### src/mbd_pkg.sv
package mbd_pkg;

    // Block format.
    localparam int unsigned WIN_LEN          = 20;
    localparam int unsigned HEADER_LEN       = 64;
    localparam int unsigned SIZE_OFFSET      = 16;
    localparam int unsigned HARD_BLOCK_LIMIT = 8192;
    localparam int unsigned MAX_STREAM_BYTES = 268435456;

    localparam logic [7:0] MAGIC_0 = 8'h74;
    localparam logic [7:0] MAGIC_1 = 8'h7A;
    localparam logic [7:0] MAGIC_2 = 8'h66;
    localparam logic [7:0] MAGIC_3 = 8'h33;

    // Register widths and indexes.
    localparam int unsigned LEN_W   = 29;
    localparam int unsigned LIMIT_W = 14;
    localparam int unsigned INDEX_W = 13;
    localparam int unsigned SIZE_W  = 32;

    localparam logic REG_STREAM_LENGTH = 1'b0;
    localparam logic REG_BLOCK_LIMIT   = 1'b1;

    // Default depth of the command queue between front and back.
    localparam int unsigned QUEUE_DEPTH = 4;

    // Kinds of result commands.
    localparam logic [1:0] KIND_DATA  = 2'd0;
    localparam logic [1:0] KIND_EMPTY = 2'd1;
    localparam logic [1:0] KIND_ERROR = 2'd2;

    typedef struct packed {
        logic [1:0]         kind;
        logic [7:0]         data;
        logic [INDEX_W-1:0] index;
        logic               first;
        logic               last;
    } cmd_t;

endpackage

### src/mbd_queue.sv
module mbd_queue #(
    parameter int unsigned WIDTH = 8,
    parameter int unsigned DEPTH = 4
) (
    input  logic             clk,
    input  logic             rst_n,
    input  logic             push,
    input  logic [WIDTH-1:0] push_data,
    output logic             full,
    input  logic             pop,
    output logic [WIDTH-1:0] pop_data,
    output logic             empty
);

    localparam int unsigned PTR_W = (DEPTH > 1) ? $clog2(DEPTH) : 1;
    localparam int unsigned CNT_W = $clog2(DEPTH + 1);

    logic [WIDTH-1:0] mem_reg [DEPTH];
    logic [PTR_W-1:0] wr_ptr_reg;
    logic [PTR_W-1:0] wr_ptr_next;
    logic [PTR_W-1:0] rd_ptr_reg;
    logic [PTR_W-1:0] rd_ptr_next;
    logic [CNT_W-1:0] count_reg;
    logic [CNT_W-1:0] count_next;
    logic             do_push;
    logic             do_pop;

    assign full     = (count_reg == CNT_W'(DEPTH));
    assign empty    = (count_reg == '0);
    assign do_push  = push && !full;
    assign do_pop   = pop && !empty;
    assign pop_data = mem_reg[rd_ptr_reg];

    always_comb
    begin
        wr_ptr_next = wr_ptr_reg;
        rd_ptr_next = rd_ptr_reg;
        count_next  = count_reg;
        if (do_push)
        begin
            wr_ptr_next = (wr_ptr_reg == PTR_W'(DEPTH - 1)) ? '0 : wr_ptr_reg + 1'b1;
        end
        if (do_pop)
        begin
            rd_ptr_next = (rd_ptr_reg == PTR_W'(DEPTH - 1)) ? '0 : rd_ptr_reg + 1'b1;
        end
        if (do_push && !do_pop)
        begin
            count_next = count_reg + 1'b1;
        end
        else if (do_pop && !do_push)
        begin
            count_next = count_reg - 1'b1;
        end
    end

    always_ff @(posedge clk or negedge rst_n)
    begin
        if (!rst_n)
        begin
            wr_ptr_reg <= '0;
            rd_ptr_reg <= '0;
            count_reg  <= '0;
        end
        else
        begin
            wr_ptr_reg <= wr_ptr_next;
            rd_ptr_reg <= rd_ptr_next;
            count_reg  <= count_next;
        end
    end

    always_ff @(posedge clk)
    begin
        if (do_push)
        begin
            mem_reg[wr_ptr_reg] <= push_data;
        end
    end

endmodule

### src/mbd_front.sv
module mbd_front (
    input  logic                       clk,
    input  logic                       rst_n,
    input  logic                       cfg_write,
    input  logic                       cfg_index,
    input  logic [mbd_pkg::LEN_W-1:0]  cfg_data,
    input  logic                       push,
    input  logic [7:0]                 data_byte,
    output logic                       full,
    output logic                       q_push,
    output mbd_pkg::cmd_t              q_data,
    input  logic                       q_full
);

    import mbd_pkg::*;

    localparam logic [1:0] MODE_SEARCH  = 2'd0;
    localparam logic [1:0] MODE_HEADER  = 2'd1;
    localparam logic [1:0] MODE_PAYLOAD = 2'd2;
    localparam logic [1:0] MODE_DONE    = 2'd3;

    localparam int unsigned FILL_W = $clog2(WIN_LEN + 1);
    localparam int unsigned SKIP_W = $clog2(HEADER_LEN);

    logic [LEN_W-1:0]   stream_length_reg;
    logic [LIMIT_W-1:0] block_limit_reg;

    logic [7:0]         win_reg [WIN_LEN];
    logic [FILL_W-1:0]  fill_reg;
    logic [FILL_W-1:0]  fill_next;
    logic [LEN_W-1:0]   pos_reg;
    logic [LEN_W-1:0]   pos_next;
    logic [LEN_W:0]     pos45_reg;
    logic [LEN_W:0]     pos45_next;
    logic [1:0]         mode_reg;
    logic [1:0]         mode_next;
    logic [SKIP_W-1:0]  skip_reg;
    logic [SKIP_W-1:0]  skip_next;
    logic [SKIP_W-1:0]  skip_dec;
    logic [SIZE_W-1:0]  remain_reg;
    logic [SIZE_W-1:0]  remain_next;
    logic [SIZE_W-1:0]  remain_dec;
    logic [LIMIT_W-1:0] found_reg;
    logic [LIMIT_W-1:0] found_next;
    logic               first_reg;
    logic               first_next;

    logic [LEN_W-1:0]   len_eff;
    logic [LIMIT_W-1:0] limit_eff;
    logic               accept;
    logic               active;
    logic               win_shift;
    logic               window_full;
    logic               magic_hit;
    logic [SIZE_W-1:0]  size_word;
    logic               fits;
    logic               candidate;
    logic [INDEX_W-1:0] cur_index;

    assign full   = q_full;
    assign accept = push && !q_full;

    assign len_eff   = (stream_length_reg > LEN_W'(MAX_STREAM_BYTES)) ?
                       LEN_W'(MAX_STREAM_BYTES) : stream_length_reg;
    assign limit_eff = (block_limit_reg > LIMIT_W'(HARD_BLOCK_LIMIT)) ?
                       LIMIT_W'(HARD_BLOCK_LIMIT) : block_limit_reg;

    // Bytes past the end of the stream and bytes after an error are taken and dropped.
    assign active    = accept && (mode_reg != MODE_DONE) && (pos_reg < len_eff);
    assign win_shift = active && (mode_reg == MODE_SEARCH);

    // The candidate sits at window slot 0 once this byte is shifted in.
    assign window_full = (fill_reg >= FILL_W'(WIN_LEN - 1));
    assign magic_hit   = (win_reg[1] == MAGIC_0) && (win_reg[2] == MAGIC_1) &&
                         (win_reg[3] == MAGIC_2) && (win_reg[4] == MAGIC_3);
    assign size_word   = {data_byte, win_reg[SIZE_OFFSET + 3], win_reg[SIZE_OFFSET + 2],
                          win_reg[SIZE_OFFSET + 1]};

    // Candidate start i = pos - 19, so i + 64 = pos + 45. Header and payload fit
    // exactly when size + pos + 45 <= length.
    assign fits      = ({1'b0, size_word} + (SIZE_W + 1)'(pos45_reg)) <=
                       (SIZE_W + 1)'(len_eff);
    assign candidate = window_full && magic_hit && fits;

    assign cur_index  = INDEX_W'(found_reg - 1'b1);
    assign skip_dec   = (skip_reg != '0) ? skip_reg - 1'b1 : skip_reg;
    assign remain_dec = (remain_reg != '0) ? remain_reg - 1'b1 : remain_reg;

    always_comb
    begin
        fill_next   = fill_reg;
        pos_next    = pos_reg;
        pos45_next  = pos45_reg;
        mode_next   = mode_reg;
        skip_next   = skip_reg;
        remain_next = remain_reg;
        found_next  = found_reg;
        first_next  = first_reg;
        q_push      = 1'b0;
        q_data      = '0;
        if (active)
        begin
            pos_next   = pos_reg + 1'b1;
            pos45_next = pos45_reg + 1'b1;
            unique case (mode_reg)
                MODE_SEARCH:
                begin
                    fill_next = window_full ? FILL_W'(WIN_LEN) : fill_reg + 1'b1;
                    if (candidate)
                    begin
                        if (found_reg >= limit_eff)
                        begin
                            mode_next   = MODE_DONE;
                            q_push      = 1'b1;
                            q_data.kind = KIND_ERROR;
                        end
                        else
                        begin
                            found_next  = found_reg + 1'b1;
                            remain_next = size_word;
                            skip_next   = SKIP_W'(HEADER_LEN - WIN_LEN);
                            mode_next   = MODE_HEADER;
                            fill_next   = '0;
                        end
                    end
                end
                MODE_HEADER:
                begin
                    skip_next = skip_dec;
                    if (skip_dec == '0)
                    begin
                        if (remain_reg == '0)
                        begin
                            mode_next    = MODE_SEARCH;
                            q_push       = 1'b1;
                            q_data.kind  = KIND_EMPTY;
                            q_data.index = cur_index;
                        end
                        else
                        begin
                            mode_next  = MODE_PAYLOAD;
                            first_next = 1'b1;
                        end
                    end
                end
                MODE_PAYLOAD:
                begin
                    first_next   = 1'b0;
                    remain_next  = remain_dec;
                    q_push       = 1'b1;
                    q_data.kind  = KIND_DATA;
                    q_data.data  = data_byte;
                    q_data.index = cur_index;
                    q_data.first = first_reg;
                    q_data.last  = (remain_dec == '0);
                    if (remain_dec == '0)
                    begin
                        mode_next = MODE_SEARCH;
                    end
                end
                MODE_DONE:
                begin
                    mode_next = MODE_DONE;
                end
                default:
                begin
                    mode_next = MODE_DONE;
                end
            endcase
        end
    end

    always_ff @(posedge clk or negedge rst_n)
    begin
        if (!rst_n)
        begin
            stream_length_reg <= '0;
            block_limit_reg   <= LIMIT_W'(HARD_BLOCK_LIMIT);
        end
        else if (cfg_write)
        begin
            if (cfg_index == REG_STREAM_LENGTH)
            begin
                stream_length_reg <= cfg_data;
            end
            else if (cfg_index == REG_BLOCK_LIMIT)
            begin
                block_limit_reg <= cfg_data[LIMIT_W-1:0];
            end
        end
    end

    always_ff @(posedge clk or negedge rst_n)
    begin
        if (!rst_n)
        begin
            fill_reg   <= '0;
            pos_reg    <= '0;
            pos45_reg  <= (LEN_W + 1)'(HEADER_LEN - WIN_LEN + 1);
            mode_reg   <= MODE_SEARCH;
            skip_reg   <= '0;
            remain_reg <= '0;
            found_reg  <= '0;
            first_reg  <= 1'b0;
        end
        else
        begin
            fill_reg   <= fill_next;
            pos_reg    <= pos_next;
            pos45_reg  <= pos45_next;
            mode_reg   <= mode_next;
            skip_reg   <= skip_next;
            remain_reg <= remain_next;
            found_reg  <= found_next;
            first_reg  <= first_next;
        end
    end

    // Window contents count only up to the fill level, so they need no reset.
    always_ff @(posedge clk)
    begin
        if (win_shift)
        begin
            for (int k = 0; k < WIN_LEN - 1; k++)
            begin
                win_reg[k] <= win_reg[k + 1];
            end
            win_reg[WIN_LEN - 1] <= data_byte;
        end
    end

endmodule

### src/mbd_back.sv
module mbd_back (
    input  logic                         clk,
    input  logic                         rst_n,
    input  logic                         q_empty,
    input  mbd_pkg::cmd_t                q_data,
    output logic                         q_pop,
    input  logic                         pop,
    output logic                         empty,
    output logic [7:0]                   payload_byte,
    output logic [mbd_pkg::INDEX_W-1:0]  block_index,
    output logic                         block_first,
    output logic                         block_last,
    output logic                         empty_block,
    output logic                         limit_error,
    output logic                         run_last
);

    import mbd_pkg::*;

    logic               valid_reg;
    logic               valid_next;
    logic               load;
    logic [7:0]         byte_next;
    logic [INDEX_W-1:0] index_next;
    logic               first_next;
    logic               last_next;
    logic               empty_next;
    logic               error_next;

    // The output register refills whenever it is free or being drained.
    assign load     = !q_empty && (!valid_reg || pop);
    assign q_pop    = load;
    assign empty    = !valid_reg;
    assign run_last = 1'b1;

    always_comb
    begin
        valid_next = valid_reg;
        if (load)
        begin
            valid_next = 1'b1;
        end
        else if (pop)
        begin
            valid_next = 1'b0;
        end
    end

    always_comb
    begin
        byte_next  = '0;
        index_next = '0;
        first_next = 1'b0;
        last_next  = 1'b0;
        empty_next = 1'b0;
        error_next = 1'b0;
        unique case (q_data.kind)
            KIND_DATA:
            begin
                byte_next  = q_data.data;
                index_next = q_data.index;
                first_next = q_data.first;
                last_next  = q_data.last;
            end
            KIND_EMPTY:
            begin
                index_next = q_data.index;
                first_next = 1'b1;
                last_next  = 1'b1;
                empty_next = 1'b1;
            end
            KIND_ERROR:
            begin
                error_next = 1'b1;
            end
            default:
            begin
                error_next = 1'b0;
            end
        endcase
    end

    always_ff @(posedge clk or negedge rst_n)
    begin
        if (!rst_n)
        begin
            valid_reg <= 1'b0;
        end
        else
        begin
            valid_reg <= valid_next;
        end
    end

    always_ff @(posedge clk)
    begin
        if (load)
        begin
            payload_byte <= byte_next;
            block_index  <= index_next;
            block_first  <= first_next;
            block_last   <= last_next;
            empty_block  <= empty_next;
            limit_error  <= error_next;
        end
    end

endmodule

### src/magic_block_deframer.sv
// Block deframer for a decoded byte stream of known length.
// Input channel: a byte is transferred on a rising edge with push high and full low.
// Every transferred byte is consumed, including bytes past the stream end, which
// are dropped. Result channel: while empty is low the oldest result is on the
// ports; it is transferred on a rising edge with pop high.
// Configuration: cfg_write with cfg_index 0 sets stream_length, index 1 sets
// block_limit; write only while the block is idle.
// Throughput is one byte per cycle while full is low. The front end decides each
// candidate in the same cycle the twentieth window byte arrives, using one 33-bit
// add and compare. A result passes through the command queue and then the output
// register: the front end queues a command when its input byte is transferred,
// and the back end loads it there once the register is free or being drained.
// When the receiver stalls, commands collect in the queue (QUEUE_DEPTH entries plus
// the output register); full rises once the queue is full and falls as soon as
// the back end takes a command.
// Reset clears the scan state, queue and output register, sets stream_length to 0
// and block_limit to 8192. After a limit error, all further bytes are dropped
// until the next reset.
module magic_block_deframer #(
    parameter int unsigned QUEUE_DEPTH = mbd_pkg::QUEUE_DEPTH
) (
    input  logic                         clk,
    input  logic                         rst_n,
    input  logic                         cfg_write,
    input  logic                         cfg_index,
    input  logic [mbd_pkg::LEN_W-1:0]    cfg_data,
    input  logic                         push,
    output logic                         full,
    input  logic [7:0]                   data_byte,
    input  logic                         pop,
    output logic                         empty,
    output logic [7:0]                   payload_byte,
    output logic [mbd_pkg::INDEX_W-1:0]  block_index,
    output logic                         block_first,
    output logic                         block_last,
    output logic                         empty_block,
    output logic                         limit_error,
    output logic                         run_last
);

    import mbd_pkg::*;

    localparam int unsigned CMD_W = $bits(cmd_t);

    logic             cq_push;
    logic             cq_full;
    logic             cq_pop;
    logic             cq_empty;
    cmd_t             cq_in;
    cmd_t             cq_out;
    logic [CMD_W-1:0] cq_out_bits;

    // The front end scans the stream and emits one command per result.
    mbd_front u_front (
        .clk       (clk),
        .rst_n     (rst_n),
        .cfg_write (cfg_write),
        .cfg_index (cfg_index),
        .cfg_data  (cfg_data),
        .push      (push),
        .data_byte (data_byte),
        .full      (full),
        .q_push    (cq_push),
        .q_data    (cq_in),
        .q_full    (cq_full)
    );

    // The queue decouples the scanner from the result side.
    mbd_queue #(
        .WIDTH (CMD_W),
        .DEPTH (QUEUE_DEPTH)
    ) u_queue (
        .clk       (clk),
        .rst_n     (rst_n),
        .push      (cq_push),
        .push_data (cq_in),
        .full      (cq_full),
        .pop       (cq_pop),
        .pop_data  (cq_out_bits),
        .empty     (cq_empty)
    );

    assign cq_out = cmd_t'(cq_out_bits);

    // The back end turns commands into result fields and holds the output register.
    mbd_back u_back (
        .clk          (clk),
        .rst_n        (rst_n),
        .q_empty      (cq_empty),
        .q_data       (cq_out),
        .q_pop        (cq_pop),
        .pop          (pop),
        .empty        (empty),
        .payload_byte (payload_byte),
        .block_index  (block_index),
        .block_first  (block_first),
        .block_last   (block_last),
        .empty_block  (empty_block),
        .limit_error  (limit_error),
        .run_last     (run_last)
    );

endmodule

### config.mk
export PLATFORM = sky130hd
export DESIGN_NAME = magic_block_deframer
export DESIGN_NICKNAME = d
export VERILOG_FILES = /design/src/mbd_pkg.sv /design/src/mbd_queue.sv /design/src/mbd_front.sv /design/src/mbd_back.sv /design/src/magic_block_deframer.sv
export SDC_FILE = /design/constraint.sdc
export NUM_CORES = 1
export LEC_CHECK = 0
export BUFFER_PORTS_ARGS = -buffer_cell sky130_fd_sc_hd__buf_2
export CAP_MARGIN = 25
export CORE_MARGIN = 1.5
export CORE_UTILIZATION = 55
export DETAILED_ROUTE_END_ITERATION = 16
export GPL_ROUTABILITY_DRIVEN = 1
export PLACE_DENSITY = 0.83
export SYNTH_ARGS = -nofsm -noshare
export SYNTH_HDL_FRONTEND = slang
export SYNTH_HIERARCHICAL = 1
export SYNTH_SLANG_ARGS = --single-unit
### constraint.sdc
create_clock -name clk -period 19.55 [get_ports clk]
set_input_delay 0.9775 -clock clk [delete_from_list [all_inputs] [get_ports clk]]
set_output_delay 0.9775 -clock clk [all_outputs]
set_load 0.05 [all_outputs]
==> impl_metrics.json, run 1 <==
{
  "holdWs_ns": 0.399,
  "vias": 15000,
  "cp_num_buf_inv": 1,
  "routed_wl_um": 50600,
  "slew-limit-headroom_pct": 28.8,
  "via_per_inst": 6.21,
  "cp_max_fo": 13,
  "rows": 73,
  "grt_pass1_wl_um": 80900,
  "postSynth.asyncResetShare_pct": 38.0,
  "core-area_um2": 39700,
  "setup_slack_ns": 12.49,
  "min_path_type": "reg2reg",
  "syn_to_final_growth_pct": 11.3,
  "min_period_ns": 7.06,
  "power_leakage_nw": 9.43,
  "wl_per_cell_um": 20.9,
  "clock_path_buffers": 3,
  "yosysSeqAreaShare_pct": 56.8,
  "rsz0062_at_grt": "false",
  "htree_levels": 2,
  "status": "finished clean",
  "port_buffers": 69,
  "fmax_ghz": 0.142,
  "hold_violations": 0,
  "layout-drive-gt1-share_pct": 15.7,
  "post-cts-setup-buffers": 0,
  "mostFrequentLayoutCells": "edfxtp_1 (277), dfrtp_1 (165), nand2_1 (150)",
  "syn_inst": 1795,
  "ant_nets": 0,
  "multiInputGateArea_um2": 9090,
  "cpPeakStageDelay_ns": 0.72,
  "tns_ns": 0,
  "crit_family": "simple AND/OR/NAND/NOR gates",
  "final_common_cell": "edfxtp_1",
  "cts.clk_slew.worst_paths_ns": 0.07,
  "drt-initial-drc-count": 1389,
  "maxCapViolations": 0,
  "netlist.area_leader.share_pct": 37.6,
  "insertion_delay_ns": 0.59,
  "synthDistinctLibCells": 99,
  "fin_crit_sh_pct": 36.1,
  "holdBufCountCts": 0,
  "finClkSkew_ns": 0.0316,
  "die_area_um2": 41500,
  "die-width_um": 204,
  "yosysWarnings": 6,
  "cts_root_buf": "clkbuf_16",
  "cp-start-kind": "flip-flop",
  "syn_nets": 1960,
  "first_global_vias": 14900,
  "grt_util_all_layers_pct": 24.9,
  "fill_cells": 2973,
  "setup_viol": 0,
  "critPathRequiredTime_ns": 19.84,
  "diodes": 0,
  "numCtsBuffers": 45,
  "cp.arrival_ns": 7.34,
  "synth_area_um2": 22100,
  "grt_overflow": 0,
  "worstSetupEndpointType": "flip-flop",
  "final-max-slew-violation-count": 0,
  "yosys.area.top_type": "edfxtp_1",
  "final_util_pct": 62.1,
  "tightest_slew_ns": 1.06,
  "slowest_stage": "and2_1",
  "finalNetCount": 2022,
  "largest_register_ffs": 152,
  "synth-edff-count": 277,
  "worstPathCellList": "ha_1 > fa_1 > a211oi_2 > nor3_1 > a2111oi_4 > o21ai_0 > a31o_2 > a21oi_1 > nor2b_1 > o21ai_0 > nand2_1 > xor2_1 > ha_1 > nand4_1 > nor4_1 > o311a_1 > or4_1 > o211ai_1 > and3_1 > nand4_1 > o31ai_1 > nor2b_1 > and2_1 > buf_8",
  "grt_antenna_before_repair": 3,
  "cts_sinks": 447,
  "initial_utilization_pct": 55.7,
  "drc_errors": 0,
  "syn_area_per_cell_um2": 12.3,
  "power_mw": 2.05,
  "synth.area.top_cells": "edfxtp_1 (38%), dfrtp_1 (19%), ha_1 (6.8%), xnor2_1 (3.4%), mux4_2 (2.5%)",
  "regArea_um2": 12600,
  "io_pins": 71,
  "dpl.hpwl_um": 34700,
  "pre_cts_slack_ns": 12.55,
  "gp_congestion": 0.917,
  "cellPowerDensity_nw_per_um2": 83.1,
  "synth_ff_type": "edfxtp_1",
  "worstSetupPathType": "reg2reg",
  "die_h_um": 204,
  "cts_resized": 0,
  "ys_seq_elements": 447,
  "drtPass1Iterations": 6,
  "cts_tree": "built",
  "grt_max_degree": 94,
  "ir_worst_vdd_mv": 0.0934
}
==> report_power, final <==
part / internal [mW] / switching, mW / leakage, nW
sequential: 1.01 / 0.0124 / 4.44
combinational: 0.0415 / 0.0622 / 4.20
clock: 0.547 / 0.377 / 0.788
total: 1.60 / 0.452 / 9.43
==> cells by family after synthesis <==
logic type / synth area share (%)
and+or+nand+nor: 14.8
DFF: 56.8
AOI/OAI and AO/OA: 9.45
adders and majority gates: 6.96
buffers and inverters: 2.23
xor gates and xnor gates: 4.47
muxes: 5.30
other: 0.0169
==> routing by layer <==
layer | up-vias | wire, um | part of all wire [%] | global-route usage [%]
li1 | 6875 | - | - | -
met4 | 0 | 1610 | 3.2 | 8.89
met2 | 563 | 25000 | 49 | 41.9
met3 | 120 | 3080 | 6.1 | 4.04
met5 | - | 0 | 0 | 0
met1 | 7460 | 20900 | 41 | 32.7
==> final cells by class <==
type	count	area share, %
clock buffer	56	5.14
sequential	447	51.0
multi-input combinational	1233	36.9
tap	525	2.66
clock inverter	28	1.48
inverter	42	0.660
timing repair buffer	88	2.18
==> per-stage QoR <==
stage,cell area (um^2),cells
after global placement,22900,2329
after CTS,24600,2417
after global routing,24700,2419
after floorplan,22100,1795
final,24700,2419
after detailed placement,23000,2333
==> path summary, 6_finish.rpt <==
path,start,to,slack [ns],cells past startpoint
setup / recovery,u_front/win_reg[4][8],u_queue/mem_reg[1][22],12.49,24
hold / removal,u_front/win_reg[3][29],u_front/win_reg[3][21],0.40,0
setup reg to reg,u_front/win_reg[4][8],u_queue/mem_reg[1][22],12.49,24
hold reg to reg,u_front/win_reg[3][29],u_front/win_reg[3][21],0.40,0
max in group asynchronous,rst_n,u_front/pos_reg[10],17.29,3
min in group asynchronous,rst_n,u_front/remain_reg[24],0.45,1
==> cell usage after synthesis, drive strengths merged, types with 15 or more instances <==
master and number:
and2 25, a21oi 85, mux4 25, o21ai 77, nor3b 15, nand4 51
or2 20, xor2 28, dfrtp 165, buf 27, nor2b 28, nand3 63
nor3 46, nor2 82, mux2 50, edfxtp 277, o22ai 19, clkbuf 46
nand2 151, a21o 22, nor4 29, ha 120, and3 26, inv 42
xnor2 85
(Power assumes the default switching activity.)
==> run 2: changes to the inputs <==
--- a/config.mk
+++ b/config.mk
@@ -11,7 +11,7 @@
 export CORE_UTILIZATION = 55
 export DETAILED_ROUTE_END_ITERATION = 16
 export GPL_ROUTABILITY_DRIVEN = 1
-export PLACE_DENSITY = 0.83
+export PLACE_DENSITY = 0.86
 export SYNTH_ARGS = -nofsm -noshare
 export SYNTH_HDL_FRONTEND = slang
 export SYNTH_HIERARCHICAL = 1
==> constraint.sdc (replaced) <==
create_clock -name clk -period 6.3 [get_ports clk]
set_input_delay 0.315 -clock clk [delete_from_list [all_inputs] [get_ports clk]]
set_output_delay 0.315 -clock clk [all_outputs]
set_load 0.05 [all_outputs]
==> run 2 against run 1 <==
Effect of this change:
- clock power grew to 2.8 times the previous value
- setup slack got worse by 12 ns
- wire length up 2.1%
- fmax rose by 17%
- register-to-register slack got worse by 12 ns
- critical path type unchanged
- critical endpoint is now u_queue/count_reg[2]
- largest cell class unchanged
==> impl_metrics.json, run 2 (synthesis results as in run 1) <==
{
  "critPathRequiredTime_ns": 6.77,
  "regArea_um2": 12600,
  "cts_sinks": 447,
  "dpl.hpwl_um": 35800,
  "die_area_um2": 41500,
  "multiInputGateArea_um2": 9170,
  "worstHoldStart": "cfg_data[7]",
  "hold_violations": 0,
  "wl_per_cell_um": 21.0,
  "holdWs_ns": 0.0171,
  "worstReg2RegEnd": "u_queue/count_reg[2]",
  "via_per_inst": 6.19,
  "core-area_um2": 39700,
  "gp_congestion": 0.944,
  "syn_to_final_growth_pct": 12.4,
  "drt-initial-drc-count": 1366,
  "largest_register_ffs": 152,
  "timing.hold.worst_path_depth": 2,
  "mostFrequentLayoutCells": "edfxtp_1 (277), dfrtp_1 (165), nand2_1 (150)",
  "maxCapViolations": 0,
  "htree_levels": 2,
  "fmax_ghz": 0.166,
  "setup_viol": 0,
  "finClkSkew_ns": 0.0105,
  "place_inst": 2353,
  "slew-limit-headroom_pct": 38.4,
  "die-width_um": 204,
  "cp_max_fo": 5,
  "cts.clk_slew.worst_paths_ns": 0.06,
  "initial_utilization_pct": 55.7,
  "min_path_type": "in2reg",
  "routed_wl_um": 51600,
  "min_period_ns": 6.01,
  "setup_slack_ns": 0.286,
  "placed_area_um2": 23200,
  "grt_overflow": 0,
  "grt_max_degree": 157,
  "tightest_slew_ns": 0.916,
  "rrSetupSlack_ns": 0.29,
  "fin_crit_sh_pct": 95.5,
  "pre_cts_slack_ns": -0.0796,
  "cts_tree": "built",
  "final_util_pct": 62.7,
  "worstSetupPathType": "reg2reg",
  "fill_cells": 2910,
  "rows": 73,
  "r2r_start": "u_front/pos45_reg[3]",
  "vias": 15200,
  "power_leakage_nw": 9.53,
  "cp.arrival_ns": 6.49,
  "port_buffers": 69,
  "die_h_um": 204,
  "io_pins": 71,
  "grt_pass1_wl_um": 82100,
  "grt_util_all_layers_pct": 25.2,
  "r2r_cells": 26,
  "ant_nets": 0,
  "ir_worst_vdd_mv": 0.204,
  "layout-drive-gt1-share_pct": 16.9,
  "drtPass1Iterations": 8,
  "final_cell_area_um2": 24900,
  "rsz0062_at_grt": "false",
  "grt_antenna_before_repair": 2,
  "tns_ns": 0,
  "power_mw": 6.08,
  "stdcell_count": 2454,
  "insertion_delay_ns": 0.56,
  "diodes": 0,
  "finalNetCount": 2063,
  "final-max-slew-violation-count": 0,
  "holdPathEnd": "u_front/block_limit_reg[7]",
  "final_common_cell": "edfxtp_1",
  "clock_path_buffers": 3,
  "numCtsBuffers": 44,
  "cts_root_buf": "clkbuf_16",
  "cellPowerDensity_nw_per_um2": 244,
  "drc_errors": 0,
  "status": "finished clean",
  "worstSetupEndpointType": "flip-flop",
  "first_global_vias": 15400,
  "cp-start-kind": "flip-flop"
}
run 2: cell count changes in the layout (fill, tap and decap cells not counted), moves of 4 or more:
cell	before	now
ha_1	119	114
a21oi_2	1	6
clkbuf_1	2	10
ha_2	1	6
a21oi_1	84	79
buf_4	13	37
clkbuf_8	8	4
buf_12	0	6
dlygate4sd3_1	0	18
run 2: critical path: stages (launching register included):
cell and delay, ns:
dfstp_2 0.57, ha_2 0.31, a21o_1 0.20, a21oi_2 0.16, a2111oi_0 0.12, or3b_1 0.42, a21bo_2 0.24, a21oi_2 0.16
o21ai_1 0.09, a41o_1 0.24, a21oi_2 0.15, xnor2_1 0.14, ha_1 0.27, nand2_1 0.06, o21ai_0 0.09, or4_1 0.52
o211ai_1 0.26, and3_1 0.20, nand4_1 0.22, o31ai_2 0.26, nor2b_4 0.22, ha_2 0.19, inv_1 0.05, fa_1 0.37
xor2_1 0.15, nor2_1 0.12, xor2_1 0.15
run 2: how the worst max path moves through the flow:
stage / from / to / cells past startpoint
final: u_front/pos45_reg[3] / u_queue/count_reg[2] / 26
after global routing: u_front/pos45_reg[3] / u_queue/count_reg[2] / 26
after CTS: u_front/win_reg[4][8] / u_queue/count_reg[2] / 28
after detailed placement: u_front/win_reg[4][8] / u_queue/count_reg[2] / 28
after global placement: u_front/win_reg[4][8] / u_queue/count_reg[2] / 28
after floorplan: u_front/win_reg[4][8] / u_queue/count_reg[2] / 29
run 2: power breakdown:
| part | switching, mW | total, mW | internal [mW] | leakage [nW] |
|---|---|---|---|---|
| logic | 0.194 | 0.335 | 0.140 | 4.39 |
| registers | 0.0378 | 3.17 | 3.13 | 4.44 |
| clock network | 1.09 | 2.58 | 1.49 | 0.697 |
| total | 1.32 | 6.08 | 4.76 | 9.53 |
run 2: timing repair:
| item | 4_1_cts | 5_1_grt |
|---|---|---|
| buffers inserted | 1 | 3 |
| hold endpoints to repair | 107 | 0 |
| hold buffers | 18 | 0 |
| gates resized for setup | 5 | 17 |
| setup endpoints to repair | 2 | 129 |
| pin swaps | 2 | 10 |
run 2: layer usage:
| metal | part of all wire, % | GRT usage, % |
|---|---|---|
| met1 | 41 | 32.6 |
| met2 | 49 | 42.2 |
| met3 | 6.6 | 4.55 |
| met4 | 3.7 | 10.0 |
| met5 | 0 | 0 |
run 2: area by class of cell:
class	count	share of cell area (%)
Inverter	42	0.648
Sequential cell	447	50.5
Clock buffer	59	4.89
Clock inverter	18	0.779
Multi-Input combinational cell	1233	36.8
Tap cell	525	2.64
Timing Repair Buffer	130	3.73
==> run 3: changes to the inputs <==
--- a/config.mk
+++ b/config.mk
@@ -11,6 +11,7 @@
 export CORE_UTILIZATION = 55
 export DETAILED_ROUTE_END_ITERATION = 16
 export GPL_ROUTABILITY_DRIVEN = 1
+export MAX_ROUTING_LAYER = met4
 export PLACE_DENSITY = 0.86
 export SYNTH_ARGS = -nofsm -noshare
 export SYNTH_HDL_FRONTEND = slang
==> run 3 against run 2 <==
Effect of this change:
- via count up 2.1%
- die area unchanged
- clock skew up 0.0082 ns
- critical endpoint unchanged
- largest power group unchanged
==> impl_metrics.json, run 3 (synthesis results as in run 1) <==
{
  "worstSetupEndpointType": "flip-flop",
  "final_util_pct": 63.2,
  "ant_nets": 0,
  "cts_root_buf": "clkbuf_16",
  "setup_slack_ns": 0.172,
  "dpl.hpwl_um": 35600,
  "worstHoldStart": "cfg_data[3]",
  "placed_area_um2": 23200,
  "power_mw": 6.27,
  "final-max-slew-violation-count": 0,
  "power_leakage_nw": 9.60,
  "maxCapViolations": 0,
  "cts.clk_slew.worst_paths_ns": 0.06,
  "crit_start": "u_front/win_reg[4][12]",
  "wl_per_cell_um": 21.7,
  "finClkSkew_ns": 0.0188,
  "gp_congestion": 0.946,
  "holdWs_ns": 0.0278,
  "routed_wl_um": 53600,
  "initial_utilization_pct": 55.7,
  "slowest_stage": "or4_1",
  "hold_violations": 0,
  "rows": 73,
  "worstSetupPathType": "reg2reg",
  "worstSetupPathDepth": 28,
  "setup_viol": 0,
  "mostFrequentLayoutCells": "edfxtp_1 (277), dfrtp_1 (165), nand2_1 (150)",
  "cts_sinks": 447,
  "io_pins": 71,
  "fmax_ghz": 0.163,
  "min_path_type": "in2reg",
  "via_per_inst": 6.29,
  "cellPowerDensity_nw_per_um2": 250,
  "min_period_ns": 6.13,
  "cp-start-kind": "flip-flop",
  "cp_max_fo": 4,
  "tightest_slew_ns": 0.930,
  "crit_family": "simple AND/OR/NAND/NOR gates",
  "die_area_um2": 41500,
  "first_global_vias": 15500,
  "drc_errors": 0,
  "finalNetCount": 2070,
  "fin_crit_sh_pct": 97.3,
  "final_cell_area_um2": 25100,
  "slew-limit-headroom_pct": 38.0,
  "die_h_um": 204,
  "die-width_um": 204,
  "diodes": 0,
  "fill_cells": 2867,
  "htree_levels": 2,
  "clock_path_buffers": 3,
  "multiInputGateArea_um2": 9170,
  "ir_worst_vdd_mv": 0.215,
  "regArea_um2": 12600,
  "grt_overflow": 0,
  "r2r_start": "u_front/win_reg[4][12]",
  "drt-initial-drc-count": 1490,
  "numCtsBuffers": 45,
  "cpPeakStageDelay_ns": 0.52,
  "cp.arrival_ns": 6.62,
  "grt_max_degree": 157,
  "rrSetupSlack_ns": 0.17,
  "endpoint": "u_queue/count_reg[2]",
  "pre_cts_slack_ns": -0.159,
  "place_inst": 2352,
  "port_buffers": 69,
  "r2r_cells": 28,
  "worstReg2RegEnd": "u_queue/count_reg[2]",
  "vias": 15500,
  "core-area_um2": 39700,
  "drtPass1Iterations": 7,
  "syn_to_final_growth_pct": 13.3,
  "insertion_delay_ns": 0.58,
  "largest_register_ffs": 152,
  "cts_tree": "built",
  "grt_util_all_layers_pct": 26.7,
  "critPathRequiredTime_ns": 6.79,
  "grt_pass1_wl_um": 84600,
  "cp_num_buf_inv": 3,
  "status": "finished clean",
  "stdcell_count": 2466,
  "tns_ns": 0,
  "final_common_cell": "edfxtp_1",
  "layout-drive-gt1-share_pct": 17.1,
  "grt_antenna_before_repair": 0
}
## run 3: area by class of cell
cell class | count | area share, %
Sequential cell | 447 | 50.1
Inverter | 42 | 0.643
Multi-Input combinational cell | 1233 | 36.5
Timing Repair Buffer | 136 | 3.97
Clock inverter | 24 | 1.22
Tap cell | 525 | 2.62
Clock buffer | 59 | 4.90
## run 3: worst min path at each step
stage	depth (start not counted)	endpoint	slack, ns
final	2	u_front/block_limit_reg[3]	0.03
after global placement	0	u_front/win_reg[1][11]	0.40
after CTS	2	u_front/stream_length_reg[5]	0.0003
after floorplan	0	u_back/valid_reg	0.02
after detailed placement	0	u_front/win_reg[1][17]	0.40
after global routing	2	u_front/stream_length_reg[2]	0.01
## run 3: worst reg2reg max path: cells and delay by family (launching register included)
kind	cells	cell delay [ns]
buffers and inverters	3	0.37
adder cells (fa/ha/maj)	4	1.37
AO/OA/AOI/OAI	9	1.48
flip-flops	1	0.48
XOR/XNOR	3	0.49
AND/OR/NAND/NOR	9	1.86
## run 3: layer usage
layer | GRT usage [%] | routed length [um]
met1 | 33.9 | 21900
met2 | 44.5 | 26800
met3 | 3.58 | 3400
met4 | 8.36 | 1500
met5 | - | 0
## run 3: where the power goes
group / internal [mW] / switching, mW
logic: 0.144 / 0.201
registers: 3.13 / 0.0383
clock network: 1.60 / 1.16
total: 4.87 / 1.40
## run 3: timing repair
item,CTS,global route
gates resized for setup,4,19
pin swaps,2,10
endpoints found under the hold margin,124,0
endpoints found under the setup margin,2,103
hold buffers,24,0
buffers inserted,1,4
